File: src/sv/fmms_pkg.sv
`timescale 1ns / 1ps

package fmms_pkg;

   // Result word field widths
   localparam int MEAN_W  = 16;
   localparam int DEV_W   = 16;
   localparam int COUNT_W = 13;

   // Squared deviation accumulator (unsigned Q30.16) and its square root
   localparam int SQ_W  = 46;
   localparam int AD_W  = SQ_W / 2;
   localparam logic [SQ_W-1:0] SQ_MAX = {SQ_W{1'b1}};

   // Saturation limits
   localparam int MEAN_POS_MAX  = 32767;
   localparam int MEAN_NEG_MAG  = 32768;
   localparam int DEV_MAX       = 65535;
   localparam int DEV_ONE       = 256;
   localparam int COUNT_MAX     = 8191;

   // Controller phases
   typedef enum logic [2:0] {
      PH_LOAD,
      PH_MEAN_START,
      PH_MEAN_WAIT,
      PH_WALK,
      PH_DEV_WAIT,
      PH_SQRT_WAIT,
      PH_EMIT
   } phase_type;

endpackage

File: src/sv/fmms_sqrt.sv
`timescale 1ns / 1ps

module fmms_sqrt (
   input  logic                       clock,
   input  logic                       reset,
   input  logic                       start,
   input  logic [fmms_pkg::SQ_W-1:0]  radicand,
   output logic                       done,
   output logic [fmms_pkg::AD_W-1:0]  root,
   output logic [fmms_pkg::AD_W:0]    remainder
);

   localparam int QW     = fmms_pkg::SQ_W;
   localparam int RW     = fmms_pkg::AD_W;
   localparam int STEP_W = $clog2(RW + 1);

   logic              busy_ff, busy_in;
   logic              done_ff, done_in;
   logic [STEP_W-1:0] step_ff, step_in;
   logic [QW-1:0]     rad_ff, rad_in;
   logic [RW:0]       rem_ff, rem_in;
   logic [RW-1:0]     root_ff, root_in;
   logic [RW+2:0]     shifted;
   logic [RW+2:0]     trial;
   logic [RW+2:0]     diff;
   logic              ge;

   // Digit recurrence, two radicand bits per cycle; remainder ends as q - root^2
   always_comb begin
      shifted = {rem_ff, rad_ff[QW-1 -: 2]};
      trial   = {1'b0, root_ff, 2'b01};
      diff    = shifted - trial;
      ge      = shifted >= trial;
      busy_in = busy_ff;
      done_in = 1'b0;
      step_in = step_ff;
      rad_in  = rad_ff;
      rem_in  = rem_ff;
      root_in = root_ff;
      if (start) begin
         busy_in = 1'b1;
         step_in = STEP_W'(RW);
         rad_in  = radicand;
         rem_in  = '0;
         root_in = '0;
      end else if (busy_ff) begin
         rad_in  = rad_ff << 2;
         rem_in  = ge ? diff[RW:0] : shifted[RW:0];
         root_in = {root_ff[RW-2:0], ge};
         step_in = step_ff - STEP_W'(1);
         if (step_ff == STEP_W'(1)) begin
            busy_in = 1'b0;
            done_in = 1'b1;
         end
      end
   end

   always_ff @(posedge clock) begin
      if (reset) begin
         busy_ff <= 1'b0;
         done_ff <= 1'b0;
         step_ff <= '0;
      end else begin
         busy_ff <= busy_in;
         done_ff <= done_in;
         step_ff <= step_in;
      end
      rad_ff  <= rad_in;
      rem_ff  <= rem_in;
      root_ff <= root_in;
   end

   assign done      = done_ff;
   assign root      = root_ff;
   assign remainder = rem_ff;

endmodule

File: config.mk
export PLATFORM = sky130hd
export DESIGN_NAME = fmms_sqrt
export DESIGN_NICKNAME = d
export VERILOG_FILES = /design/src/sv/fmms_pkg.sv /design/src/sv/fmms_sqrt.sv
export SDC_FILE = /design/constraint.sdc
export NUM_CORES = 1
export LEC_CHECK = 0
export ABC_AREA = 1
export BUFFER_PORTS_ARGS = -buffer_cell sky130_fd_sc_hd__buf_2
export CORE_MARGIN = 4
export CORE_UTILIZATION = 52
export DETAILED_ROUTE_END_ITERATION = 12
export PLACE_DENSITY_LB_ADDON = 0.25
export SYNTH_ARGS = -nofsm -noshare
export SYNTH_HDL_FRONTEND = slang
export SYNTH_SLANG_ARGS = --single-unit
export TNS_END_PERCENT = 20
File: constraint.sdc
create_clock -name clock -period 2.38 [get_ports clock]
set_input_delay 0.119 -clock clock [delete_from_list [all_inputs] [get_ports clock]]
set_output_delay 0.119 -clock clock [all_outputs]
set_load 0.05 [all_outputs]
### After elaboration in Yosys (flattened, before gate mapping)

Cells that the tools add are included.

| storage, ports and cells | value |
|---|---|
| register bits after elaboration | 100 |
| input bits | 49 |
| output and inout port bits | 48 |
| bits in read-only memories | 0 |
| memory bits (writable) | 0 |
| bits in latches | 0 |
| logic and storage cells | 24 |
| memories | 0 |

| cells by class | value |
|---|---|
| reductions and logical operators | 3 |
| divide/modulo/power cells | 0 |
| $mul | 0 |
| add/sub/neg operators | 2 |
| multiplexer cells | 9 |
| equality and inequality tests | 1 |
| shift-type cells | 0 |
| bitwise logic cells | 1 |
| $lt $le $gt $ge | 1 |

Operators with widths:

| kind | number |
|---|---|
| 2-to-1 mux 46 bit | 2 |
| greater-or-equal comparator 26 x 25 -> 1 bit | 1 |
| 2-to-1 mux 24 bit | 1 |
| subtractor 24 bit | 1 |
| 2-to-1 mux 5 bit | 2 |
| equality test 5 x 1 -> 1 bit, second input constant | 1 |
| subtractor 5 x 1 -> 5 bit, second input constant | 1 |
| 2-to-1 mux 1 bit | 4 |
| OR reduction 3 bit | 1 |
| nonzero test 2 bit | 1 |
| OR reduction 2 bit | 1 |
| inverter 1 bit | 1 |

### Depth between registers and ports, before layout

| depth | value |
|---|---|
| depth after elaboration | 4 |
| mapped depth | 16 |
| depth with buffers taken out | 16 |

### Worst setup path before layout

OpenSTA, ideal clock, no wires.

| timing | value |
|---|---|
| path kind | flip-flop to flip-flop |
| start | register busy_ff |
| end | register rad_ff[0] (enable) |
| cell stages (with the launch flop) | 5 |
| path buffers | 2 |
| slack | -0.117 ns |
| setup time | 0.429 ns |
| period minus slack after synthesis | 2.497 ns |
| arrival | 2.069 ns |
| cell sequence | dfxtp_1 > buf_2 > nor2_1 > inv_1 > clkbuf_1 |

| between the ends | value |
|---|---|
| cells in the longest elaborated chain, start to end | 1 |

Ends and longest elaborated chain:

| what | RTL line | source |
|---|---|---|
| start, declared | fmms_sqrt.sv:17 | `logic busy_ff, busy_in;` |
| start signal, assigned | fmms_sqrt.sv:64 | `busy_ff <= busy_in;` |
| nonzero test 2 bit (no line) | n/a |  |
| end signal, assigned | fmms_sqrt.sv:68 | `rad_ff <= rad_in;` |
| end, declared | fmms_sqrt.sv:20 | `logic [QW-1:0] rad_ff, rad_in;` |

No other way between the ends.
A chain may end at the register's enable or synchronous reset.

### Final worst setup path

| timing | value |
|---|---|
| start | register root_ff[10] (netlist: root[10]) |
| end | register rem_ff[13] (netlist: remainder[13]) |

| between the ends | value |
|---|---|
| cells in the longest elaborated chain, start to end | 2 |
| elaborated cells between the ends (all ways) | 3 |

Ends and longest elaborated chain:

| what | RTL line | source |
|---|---|---|
| start, declared | fmms_sqrt.sv:22 | `logic [RW-1:0] root_ff, root_in;` |
| start signal, assigned | fmms_sqrt.sv:70 | `root_ff <= root_in;` |
| subtractor 24 bit or greater-or-equal comparator 26 x 25 -> 1 bit (tied branches) | fmms_sqrt.sv:32, fmms_sqrt.sv:33 |  |
| 2-to-1 mux 24 bit * | fmms_sqrt.sv:48 | `rem_in = ge ? diff[RW:0] : shifted[RW:0];` |
| end signal, assigned | fmms_sqrt.sv:69 | `rem_ff <= rem_in;` |
| end, declared | fmms_sqrt.sv:21 | `logic [RW:0] rem_ff, rem_in;` |

Every way passes the cells marked *; elsewhere a longest branch is shown, timed or not.

==> flow_metrics.tcl <==
set metrics [dict create \
    hold_depth 3 \
    die_x_um 114 \
    antennaDiodeCount 0 \
    crit_type "register to register" \
    clockBufferDepth 2 \
    grt_pass1_vias 5152 \
    grt_max_degree 51 \
    postCtsSetupBuffers 0 \
    synth-warning-count 0 \
    ys.flop_type "dfxtp_1" \
    dp_cells 1069 \
    wirelength_um 14400 \
    drt_iter0_drc 295 \
    wl_per_cell_um 13.2 \
    initial_utilization 0.536 \
    firstDrtPassIters 5 \
    syn_nets 911 \
    final_common_cell "nand2_1" \
    pin_count 97 \
    tightest_slew_ns 1.11 \
    crit_buf_inv 2 \
    max_slew_margin 0.255 \
    dieArea_um2 13000 \
    nNetsFinal 1018 \
    mostFrequentLayoutCells "339 x nand2_1, 123 x inv_1, 96 x buf_2" \
    synth_area_leaders "edfxtp_1 24%, nand2_1 22%, dfxtp_1 18%, inv_1 7.9%, ha_1 5.8%" \
    root_buffer "clkbuf_16" \
    crit_path_end_kind "register" \
    synth_area_um2 5860 \
    finalHoldViolations 0 \
    period_minus_slack_ns 2.17 \
    cap_violations 0 \
    grt_pass1_wl_um 23800 \
    rsz0062_at_grt "no" \
    drive_gt1_frac 0.167 \
    grt_usage 0.227 \
    synth_top_area_cell "edfxtp_1" \
    synthDistinctLibCells 38 \
    ir_worst_vdd_mv 0.874 \
    insertion_delay_ns 0.35 \
    drv_slew 0 \
    path_cells "inv_1 > ha_1 > nand2_2 > inv_2 > nand2_1 > nand2_2 > a21oi_4 > nor2_2 > nor2_8 > nand2_8 > or2_1 > nand3_1 > nand2_1" \
    powerDensity_nw_per_um2 1640 \
    ff2ff_path_depth 13 \
    status "finished clean" \
    p_leak_nw 3.73 \
    crit_arrival_ns 2.41 \
    row_count 38 \
    cts_tree "yes" \
    antenna_found_initial 0 \
    cp_slowest_stage_delay_ns 0.36 \
    synthToLayoutAreaGrowth_pct 18.0 \
    cts.sinks 100 \
    yosysTopAreaCellShare 0.236 \
    dp_hpwl_um 10600 \
    critPathLaunchType "register" \
    gp_congestion 0.983 \
    routed-via-count 5413 \
    critPathMaxFanout 16 \
    syn_inst 835 \
    cts_buffers 9 \
    ys_ff_latch 100 \
    final_cells 1087 \
    die_y_um 114 \
    via_per_inst 4.98 \
    skew_ns 0.0103 \
    crit_required_ns 2.62 \
    setup_violations 0 \
    ys_seq_area_frac 0.420 \
    synth-edff-count 46 \
    critPathSlowestCell "ha_1" \
    overflow 0 \
    htreeDepth 3 \
    finalCritPeriodShare 0.911 \
    syn_area_per_cell_um2 7.02 \
    crit_family "simple AND/OR/NAND/NOR gates" \
    portBuffers 96 \
    hp-class "input pin to register" \
    setup_tns_ns 0 \
    core_area_um2 10900 \
    crit_cells 13 \
    ant_nets 0 \
    clk_pin_slew_worst_paths_ns 0.07 \
    synthArstFlopShare 0 \
    remaining_drc_errors 0 \
    max_freq_mhz 461 \
]
-- synth_stat cells, types with 2 or more instances --
master / number
buf_6: 2
nor2_1: 63
buf_1: 3
nand3b_1: 2
inv_2: 6
nand3_2: 2
nand3_1: 43
o21ai_0: 14
ha_1: 27
or2_1: 5
inv_1: 124
nor2_2: 2
nor3_1: 3
dfxtp_1: 54
nand4_1: 12
o22ai_1: 22
edfxtp_1: 46
nand2_2: 7
o211ai_1: 3
clkbuf_1: 17
xnor2_1: 8
a21oi_1: 16
nand2_1: 339
-- layer usage --
metal	wire length, um	track usage
met5	0	0
met4	301	0.0657
met2	6860	0.389
met3	1060	0.0523
met1	6140	0.285
-- final timing paths --
path,startpoint,slack (ns),endpoint
max,root[10]$_SDFFE_PP0P_,0.21,remainder[13]$_SDFFE_PP0P_
min,radicand[1],0.03,rad_ff[1]$_SDFFCE_PN0P_
max reg2reg,root[10]$_SDFFE_PP0P_,0.21,remainder[13]$_SDFFE_PP0P_
min reg2reg,step_ff[4]$_SDFFE_PP0P_,0.48,step_ff[4]$_SDFFE_PP0P_
-- kinds of logic (layout without fill, tap and decap cells) --
kind of cell	after synthesis	after routing	share of synthesized area
AND/OR/NAND/NOR	483	484	0.344
XOR/XNOR	9	9	0.0135
AO/OA/AOI/OAI	62	62	0.0630
flip-flops	100	100	0.420
adder cells (fa/ha/maj)	27	27	0.0577
buffers and inverters	154	265	0.102
-- area by class of cell --
type | instances | area, um^2
multi-input combinational | 582 | 2820
inverter | 130 | 493
clock buffer | 11 | 243
timing repair buffer | 119 | 656
tap | 140 | 175
clock inverter | 5 | 66.3
fill | 1011 | 4020
sequential | 100 | 2460
-- timing repair --
item | 4_1_cts | 5_1_grt
gates resized for setup | 0 | 3
hold buffers | 1 | 0
setup endpoints to repair | 0 | 22
hold endpoints to repair | 2 | 0
-- metrics by stage --
| step | total power [W] | setup slack, ns | hold slack [ns] | util | cell area, um^2 |
|---|---|---|---|---|---|
| 6_report | 0.0113 | 0.212 | 0.0253 | 0.632 | 6910 |
| 5_1_grt | 0.0124 | 0.0222 | 0.0310 | 0.632 | 6910 |
| 3_3_place_gp | 0.00936 | 0.130 | 0.315 | 0.601 | 6570 |
| 2_1_floorplan | 0.00798 | -0.0231 | 0.188 | - | 5860 |
| 4_1_cts | 0.0110 | 0.0625 | 0.0184 | 0.630 | 6890 |
| 3_5_place_dp | 0.00941 | 0.0722 | 0.318 | 0.601 | 6570 |
-- power by group --
part	total, W	switching [W]	internal [W]
registers	0.00224	0.000164	0.00207
clock network	0.00154	0.000676	0.000860
logic	0.00753	0.00504	0.00249
total	0.0113	0.00588	0.00542
-- registers in the layout, summed over array words and instances (netlist names) --
register / flops
rad_ff: 46
remainder: 24
root: 23
step_ff: 5
busy_ff: 1
done: 1
-- tightest hold or removal path, stage by stage --
cell and delay (ns):
buf_2 0.07, nand2_1 0.04, inv_1 0.04
Power figures use the tool's default switching activity.
