`src/sv/fmms_divider.sv`:
```
`timescale 1ns / 1ps

module fmms_divider #(
   parameter int NUM_W = 46,
   parameter int DEN_W = 14
) (
   input  logic             clock,
   input  logic             reset,
   input  logic             start,
   input  logic [NUM_W-1:0] num,
   input  logic [DEN_W-1:0] den,
   output logic             busy,
   output logic             done,
   output logic [NUM_W-1:0] quot
);

   localparam int STEP_W = $clog2(NUM_W + 1);

   logic              busy_ff, busy_in;
   logic              done_ff, done_in;
   logic [STEP_W-1:0] step_ff, step_in;
   logic [DEN_W-1:0]  den_ff, den_in;
   logic [DEN_W-1:0]  rem_ff, rem_in;
   logic [NUM_W-1:0]  quo_ff, quo_in;
   logic [DEN_W:0]    trial;
   logic [DEN_W:0]    diff;
   logic              ge;

   // Restoring division, one quotient bit per cycle, MSB first
   always_comb begin
      trial   = {rem_ff, quo_ff[NUM_W-1]};
      diff    = trial - {1'b0, den_ff};
      ge      = trial >= {1'b0, den_ff};
      busy_in = busy_ff;
      done_in = 1'b0;
      step_in = step_ff;
      den_in  = den_ff;
      rem_in  = rem_ff;
      quo_in  = quo_ff;
      if (start) begin
         busy_in = 1'b1;
         step_in = STEP_W'(NUM_W);
         den_in  = den;
         rem_in  = '0;
         quo_in  = num;
      end else if (busy_ff) begin
         rem_in  = ge ? diff[DEN_W-1:0] : trial[DEN_W-1:0];
         quo_in  = {quo_ff[NUM_W-2:0], ge};
         step_in = step_ff - STEP_W'(1);
         if (step_ff == STEP_W'(1)) begin
            busy_in = 1'b0;
            done_in = 1'b1;
         end
      end
   end

   always_ff @(posedge clock) begin
      if (reset) begin
         busy_ff <= 1'b0;
         done_ff <= 1'b0;
         step_ff <= '0;
      end else begin
         busy_ff <= busy_in;
         done_ff <= done_in;
         step_ff <= step_in;
      end
      den_ff <= den_in;
      rem_ff <= rem_in;
      quo_ff <= quo_in;
   end

   assign busy = busy_ff;
   assign done = done_ff;
   assign quot = quo_ff;

endmodule

```
`config.mk`:
```
export PLATFORM = sky130hd
export DESIGN_NAME = fmms_divider
export DESIGN_NICKNAME = d
export VERILOG_FILES = /design/src/sv/fmms_divider.sv
export SDC_FILE = /design/constraint.sdc
export NUM_CORES = 1
export LEC_CHECK = 0
export CAP_MARGIN = 10
export CORE_UTILIZATION = 50
export CTS_CLUSTER_SIZE = 25
export DETAILED_ROUTE_END_ITERATION = 10
export DONT_BUFFER_PORTS = 1
export SETUP_SLACK_MARGIN = 0.15
export SKIP_LAST_GASP = 1
export SLEW_MARGIN = 20
export SYNTH_ARGS = -nofsm -noshare
export SYNTH_HDL_FRONTEND = slang
export SYNTH_SLANG_ARGS = --single-unit
```
`constraint.sdc`:
```
create_clock -name clock -period 3.2 [get_ports clock]
set_input_delay 0.32 -clock clock [delete_from_list [all_inputs] [get_ports clock]]
set_output_delay 0.32 -clock clock [all_outputs]
set_load 0.005 [all_outputs]
```
# Yosys cells after proc, flatten, opt, wreduce, memory -nomap -nowiden
# Cells that the tools add are included.
# op_classes
n_addsub,2
mux,9
n_bitwise,1
reduce_logical,3
eq_ne,1
order_cmp,1
# op_table
operator,n
$mux 46,2
$ge 15x14->1,1
$mux 14,1
$sub 14x14->14,1
$mux 6,2
$eq 6x1->1 const B,1
$sub 6x1->6 const B,1
$mux 1,4
$reduce_or 3->1,1
$reduce_bool 2->1,1
$reduce_or 2->1,1
$not 1->1,1
# totals
in_bits,63
word_cells,24
reg_bits,82
output_inout_bits,48

# Logic depth before layout (Yosys ltp)
# Gate-level depths: netlist of run 1.
# logic_depth
word_depth,4
mapped_depth,10
depth_no_buf,10

# Worst setup path after synthesis of run 1
# No wires, ideal clock.
# synth_timing
kind,reg-to-reg
from,register den_ff[12]
to,register quo_ff[0] (netlist: quot[0]) (data pin)
period_less_slack_ns,2.328
setup_slack_ns,0.872
arrival_ns,2.068
required_ns,2.940
setup_time_ns,0.260
path_stages_with_launch,9
n_path_buf,1
cell_sequence,edfxtp_1 > inv_1 > ha_1 > a21o_1 > a211o_1 > a311o_1 > or2_1 > buf_6 > mux2_2
# synth_via
elab_chain_cells,3
# synth_lines
item,line,source
start: declaration,22,"logic [DEN_W-1:0] den_ff, den_in;"
start signal: assignment,67,den_ff <= den_in;
$ge 15x14->1,33,"ge = trial >= {1'b0, den_ff};"
$mux 46,46,end else if (busy_ff) begin
$mux 46,40,if (start) begin
named net quo_in[0],24,"logic [NUM_W-1:0] quo_ff, quo_in;"
end signal: assignment,69,quo_ff <= quo_in;
end: declaration,24,
# The timed path passes the listed nets, and every way through them passes these cells. The select of a mux whose other input is x is not followed.
# A chain may end at the register's enable or synchronous reset.

# Final worst setup path of run 1
# layout_timing
from,register den_ff[8]
to,register rem_ff[5]
# layout_via
elab_chain_cells,2
# layout_lines
item,line,source
$ge 15x14->1,33,
$mux 14,47,rem_in = ge ? diff[DEN_W-1:0] : trial[DEN_W-1:0];
end signal: assignment,68,rem_ff <= rem_in;
end: declaration,23,"logic [DEN_W-1:0] rem_ff, rem_in;"
# Every way passes these cells.

==> results.cfg, run 1 <==
[run_status]
outcome = finished clean

[grt]
gr-usage-all-layers_pct = 18.8
antenna_found_initial = 0
grt_start_max_net_pins = 75
first_global_vias = 2433
grt-ovfl-total = 0
grt_pass1_wl_mm = 12.0

[hold_path]
min_to = step_ff[5]
whs_path_depth = 1
hold_start = reset
hold_path.class = in -> reg

[sta]
fmax_mhz = 385
setup_viol = 0
post-route-period-util_pct = 81.1
hold_viol_final = 0
tns_ns = 0
slew_headroom_pct = 55.6
worst_slack_ns = 0.604
drv_slew = 0
rsz0062_at_grt = no
finalCriticalPeriod_ns = 2.60
clock_skew_ns = 0.00844
max_slew.worst_pin.slew_ns = 0.665

[yosys]
ys.flop_type = edfxtp_1
synth_area_um2 = 4020
synth_cells = 326
ys_types = 47
syn_avg_cell_area_um2 = 12.3
synthArstFlopShare_pct = 0
synth-warning-count = 0
seq_area_frac_synth_pct = 55.8
synth_edf_count = 60
synth_nets = 407
synth-seq-cells = 82

[die]
core-area_um2 = 7770
die_w_um = 91.7
dieArea_um2 = 8410
num_rows = 32
io_pins = 111
start_util_pct = 51.8
die_height_um = 91.7

[drt]
routedWlPerCell_um = 17.9
dr.pass1.iters = 4
drtIter0Drc = 114
wl_mm = 7.75
via_per_inst = 5.76
postRouteAntennaNets = 0
num_vias = 2494
drt_drc_violations_left = 0

[power_and_ir_drop]
power.leakage_nw = 1.60
finalPower_w = 0.00232
power_density_nw_per_um2 = 537
ir_drop_mv = 0.228

[setup_path]
cp.required_ns = 3.47
cp_data_arrival_time_ns = 2.87
crit_path_end_kind = flip-flop
crit_chain = inv_1 > ha_1 > a21oi_1 > o21ai_1 > a311o_1 > nor2_2 > nand2_1 > a311oi_1
r2r-start = den_ff[8]
worst_path_largest_cell_delay_ns = 0.55
rr_worst_depth = 8
r2r_setup_slack_ns = 0.60
crit_path_top_delay_cell = nor2_2
criticalPathCategory = reg -> reg
cp_max_fo = 16
regToRegEndpoint = rem_ff[5]
startpoint_type = flip-flop

[cts]
cts_buffers = 9
path_clk_slew_ns = 0.09
cts_resized = 0
cts_buffer_depth = 2
htree_num_levels = 3
clk_latency_ns = 0.35
postCtsHoldBufs = 0
numClockSinks = 82
cts_tree = yes
cts_setup_buffers = 0
cts_root_buf = clkbuf_8

[layout]
antennaDiodeCount = 0
fill_cells = 684
syn_to_final_growth_pct = 7.34
stdcell_area_um2 = 4320
stdcell_count = 433
layout_common_cells = edfxtp_1 (60), mux2_2 (46), dfxtp_1 (22)
nets = 407
drive_gt1_share_pct = 21.8
final_common_cell = edfxtp_1

[placement]
io_buffers = 0
dp_hpwl_mm = 5.28
place_congestion = 0.805
place_area_um2 = 4120
dp_cells = 417
dp_slack_ns = 0.674

[flow_run]
drv_cap = 0
==> cell usage after synthesis (3+ instances only) <==
library cell / n / area (µm²)
nand2b_1: 3 / 18.8
edfxtp_1: 60 / 1800
a32oi_1: 5 / 43.8
nor2_1: 19 / 71.3
a21oi_1: 13 / 65.1
o21ai_0: 10 / 50.1
clkbuf_1: 10 / 37.5
nand4_1: 3 / 18.8
o211ai_1: 4 / 30.0
nor3_1: 4 / 20.0
ha_1: 17 / 213
mux2_2: 46 / 518
nand2_1: 21 / 78.8
buf_1: 3 / 11.3
o311ai_0: 3 / 26.3
xnor2_1: 8 / 70.1
nand3_1: 11 / 55.1
dfxtp_1: 22 / 440
nor4b_1: 4 / 35.0
a21o_1: 3 / 22.5
xor2_1: 8 / 70.1
inv_1: 18 / 67.6
==> layer usage <==
layer / wire [µm] / global-route usage, % / vias up
met5: 0 / 0 / -
met4: 125 / 8.86 / 0
met1: 3380 / 24.2 / 1189
met2: 3610 / 28.8 / 83
met3: 638 / 5.89 / 11
li1: - / - / 1211
==> cell type report <==
class                           count  area, µm²  share of cell area [%]
Clock buffer                        9        124                    2.87
Tap cell                          102        128                    2.96
Inverter                           18       67.6                    1.57
Sequential cell                    82       2240                    51.9
Multi-Input combinational cell    210       1640                    38.0
Timing Repair Buffer                5       37.5                   0.870
Clock inverter                      7       76.3                    1.77
==> worst max-delay path by stage <==
| stage | startpoint | to | slack [ns] | cells past startpoint |
|---|---|---|---|---|
| floorplan | den_ff[12] | quot[0] | 0.87 | 8 |
| global placement | den_ff[12] | quot[0] | 0.71 | 7 |
| detailed placement | den_ff[8] | rem_ff[5] | 0.67 | 8 |
| CTS | den_ff[8] | rem_ff[5] | 0.65 | 8 |
| global route | den_ff[8] | rem_ff[6] | 0.43 | 8 |
| finish | den_ff[8] | rem_ff[5] | 0.60 | 8 |
==> report_power, final <==
part | internal [W] | switching [W] | leakage, nW
logic | 0.000119 | 0.000123 | 0.725
registers | 0.00125 | 0.0000606 | 0.780
clock network | 0.000366 | 0.000403 | 0.0962
==> cell families (layout without fill, tap and decap cells) <==
| group | Yosys count | count (layout) | synth area share (%) |
|---|---|---|---|
| flops | 82 | 82 | 55.8 |
| mux | 47 | 47 | 13.1 |
| xor+xnor | 16 | 16 | 3.48 |
| simple gates | 74 | 74 | 9.02 |
| compound gates | 55 | 55 | 9.40 |
| fa+ha+maj | 18 | 18 | 5.79 |
| buf+inv | 34 | 39 | 3.42 |
==> per-stage QoR <==
stage	util [%]	hold WS, ns
after detailed placement	53.0	0.396
after global placement	53.0	0.393
final	55.6	0.0237
after CTS	55.6	0.00831
after floorplan	-	0.419
after global routing	55.6	0.00620
==> registers in the layout, indices dropped and copies added (netlist names) <==
name and count:
den_ff 14, rem_ff 14, done 1, quot 46, busy 1, step_ff 6
==> critical path, delay by kind of cell, from the launching register on <==
family / cells / cell delay [ns]
compound gates: 4 / 1.10
simple gates: 2 / 0.67
buf+inv: 1 / 0.04
fa+ha+maj: 1 / 0.38
flops: 1 / 0.33
Note: power is estimated with default switching activity, not from simulation.
==> inputs of run 2 (changes only) <==
- clock period: 3.2 -> 2.68 ns (I/O delays scaled with it)
==> results.cfg, run 2 (synthesis gave the netlist of run 1 again) <==
[die]
core-area_um2 = 7770
die_w_um = 91.7
dieArea_um2 = 8410
io_pins = 111
num_rows = 32
start_util_pct = 51.8
die_height_um = 91.7

[layout]
stdcell_area_um2 = 4520
final_common_cell = edfxtp_1
nets = 426
antennaDiodeCount = 0
largest_reg_flops = 46
layout_common_cells = edfxtp_1 (60), mux2_2 (46), dfxtp_1 (22)
drive_gt1_share_pct = 21.7
final_util_pct = 58.2
syn_to_final_growth_pct = 12.4

[power_and_ir_drop]
power.leakage_nw = 1.69
finalPower_w = 0.00281
ir_drop_mv = 0.274
power_density_nw_per_um2 = 622

[sta]
hold_viol_final = 0
tns_ns = 0
slew_headroom_pct = 59.0
setup_viol = 0
rsz0062_at_grt = no
worst_slack_ns = 0.225
fmax_mhz = 407
post-route-period-util_pct = 91.6
clock_skew_ns = 0.00494
max_slew.worst_pin.slew_ns = 0.614
finalCriticalPeriod_ns = 2.45
drv_slew = 0

[cts]
clk_latency_ns = 0.35
htree_num_levels = 3
cts_setup_buffers = 0
path_clk_slew_ns = 0.09
cts_buffers = 9
cts_buffer_depth = 2
cts_root_buf = clkbuf_8
cts_tree = yes
numClockSinks = 82

[placement]
place_congestion = 0.877
dp_hpwl_mm = 5.28
place_area_um2 = 4140
io_buffers = 0
dp_slack_ns = 0.151

[hold_path]
hold_start = start
whs_path_depth = 0
hold_path.class = in -> reg
min_to = den_ff[3]

[setup_path]
rr_worst_depth = 7
regToRegEndpoint = quot[0]
cp.required_ns = 2.79
r2r_setup_slack_ns = 0.23
startpoint_type = flip-flop
crit_path_end_kind = flip-flop
cp_data_arrival_time_ns = 2.57
criticalPathCategory = reg -> reg
cp_max_fo = 8
r2r-start = den_ff[12]

[drt]
dr.pass1.iters = 4
drtIter0Drc = 133
routedWlPerCell_um = 17.8
via_per_inst = 5.77
num_vias = 2607
wl_mm = 8.05
drt_drc_violations_left = 0
postRouteAntennaNets = 0

[grt]
grt_start_max_net_pins = 71
first_global_vias = 2585
antenna_found_initial = 0
grt_pass1_wl_mm = 12.8
grt-ovfl-total = 0
gr-usage-all-layers_pct = 19.8

[run_status]
outcome = finished clean

[flow_run]
drv_cap = 0
-- run 2: metrics by stage --
stage	hold WS [ns]	std cells
floorplan	0.367	326
global placement	0.342	419
detailed placement	0.343	419
CTS	0.00555	451
global route	0.00634	452
finish	0.0432	452
-- run 2: area by class of cell --
cell class | count | area, µm²
Fill cell | 681 | 3250
Clock buffer | 9 | 124
Sequential cell | 82 | 2240
Timing Repair Buffer | 24 | 235
Multi-Input combinational cell | 210 | 1650
Tap cell | 102 | 128
Inverter | 18 | 67.6
Clock inverter | 7 | 76.3
-- run 2: timing repair --
action	4_1_cts	5_1_grt
gates resized for setup	1	1
hold buffers	16	1
endpoints found under the setup margin	1	4
pin swaps	0	1
endpoints found under the hold margin	24	4
-- run 2: how the worst max path moves through the flow --
stage            endpoint        from
6_report          quot[0]  den_ff[12]
5_1_grt           quot[0]  den_ff[12]
4_1_cts        rem_ff[10]    quot[45]
3_5_place_dp      quot[0]  den_ff[12]
3_3_place_gp      quot[0]  den_ff[12]
2_1_floorplan     quot[0]  den_ff[12]
-- run 2: report_power, final --
part | internal, W | switching, W | leakage (nW) | total, W
logic | 0.000163 | 0.000156 | 0.811 | 0.000319
clock network | 0.000441 | 0.000487 | 0.102 | 0.000927
registers | 0.00149 | 0.0000754 | 0.780 | 0.00156
total | 0.00209 | 0.000718 | 1.69 | 0.00281
-- run 2: metal layers --
metal / GRT usage [%] / routed length, µm / vias to the layer above
met2: 31.0 / 3760 / 103
met5: 0 / 0 / -
met1: 25.1 / 3500 / 1242
met4: 6.48 / 98 / 0
met3: 7.88 / 686 / 12
li1: - / - / 1250
-- run 2: worst max-delay path, cell delays in order, from the launching register on --
cell and delay [ns]:
edfxtp_1 0.33, inv_1 0.04, ha_1 0.38, a21o_1 0.23, a211o_1 0.31, a311o_1 0.32
or2_4 0.33, mux2_2 0.28
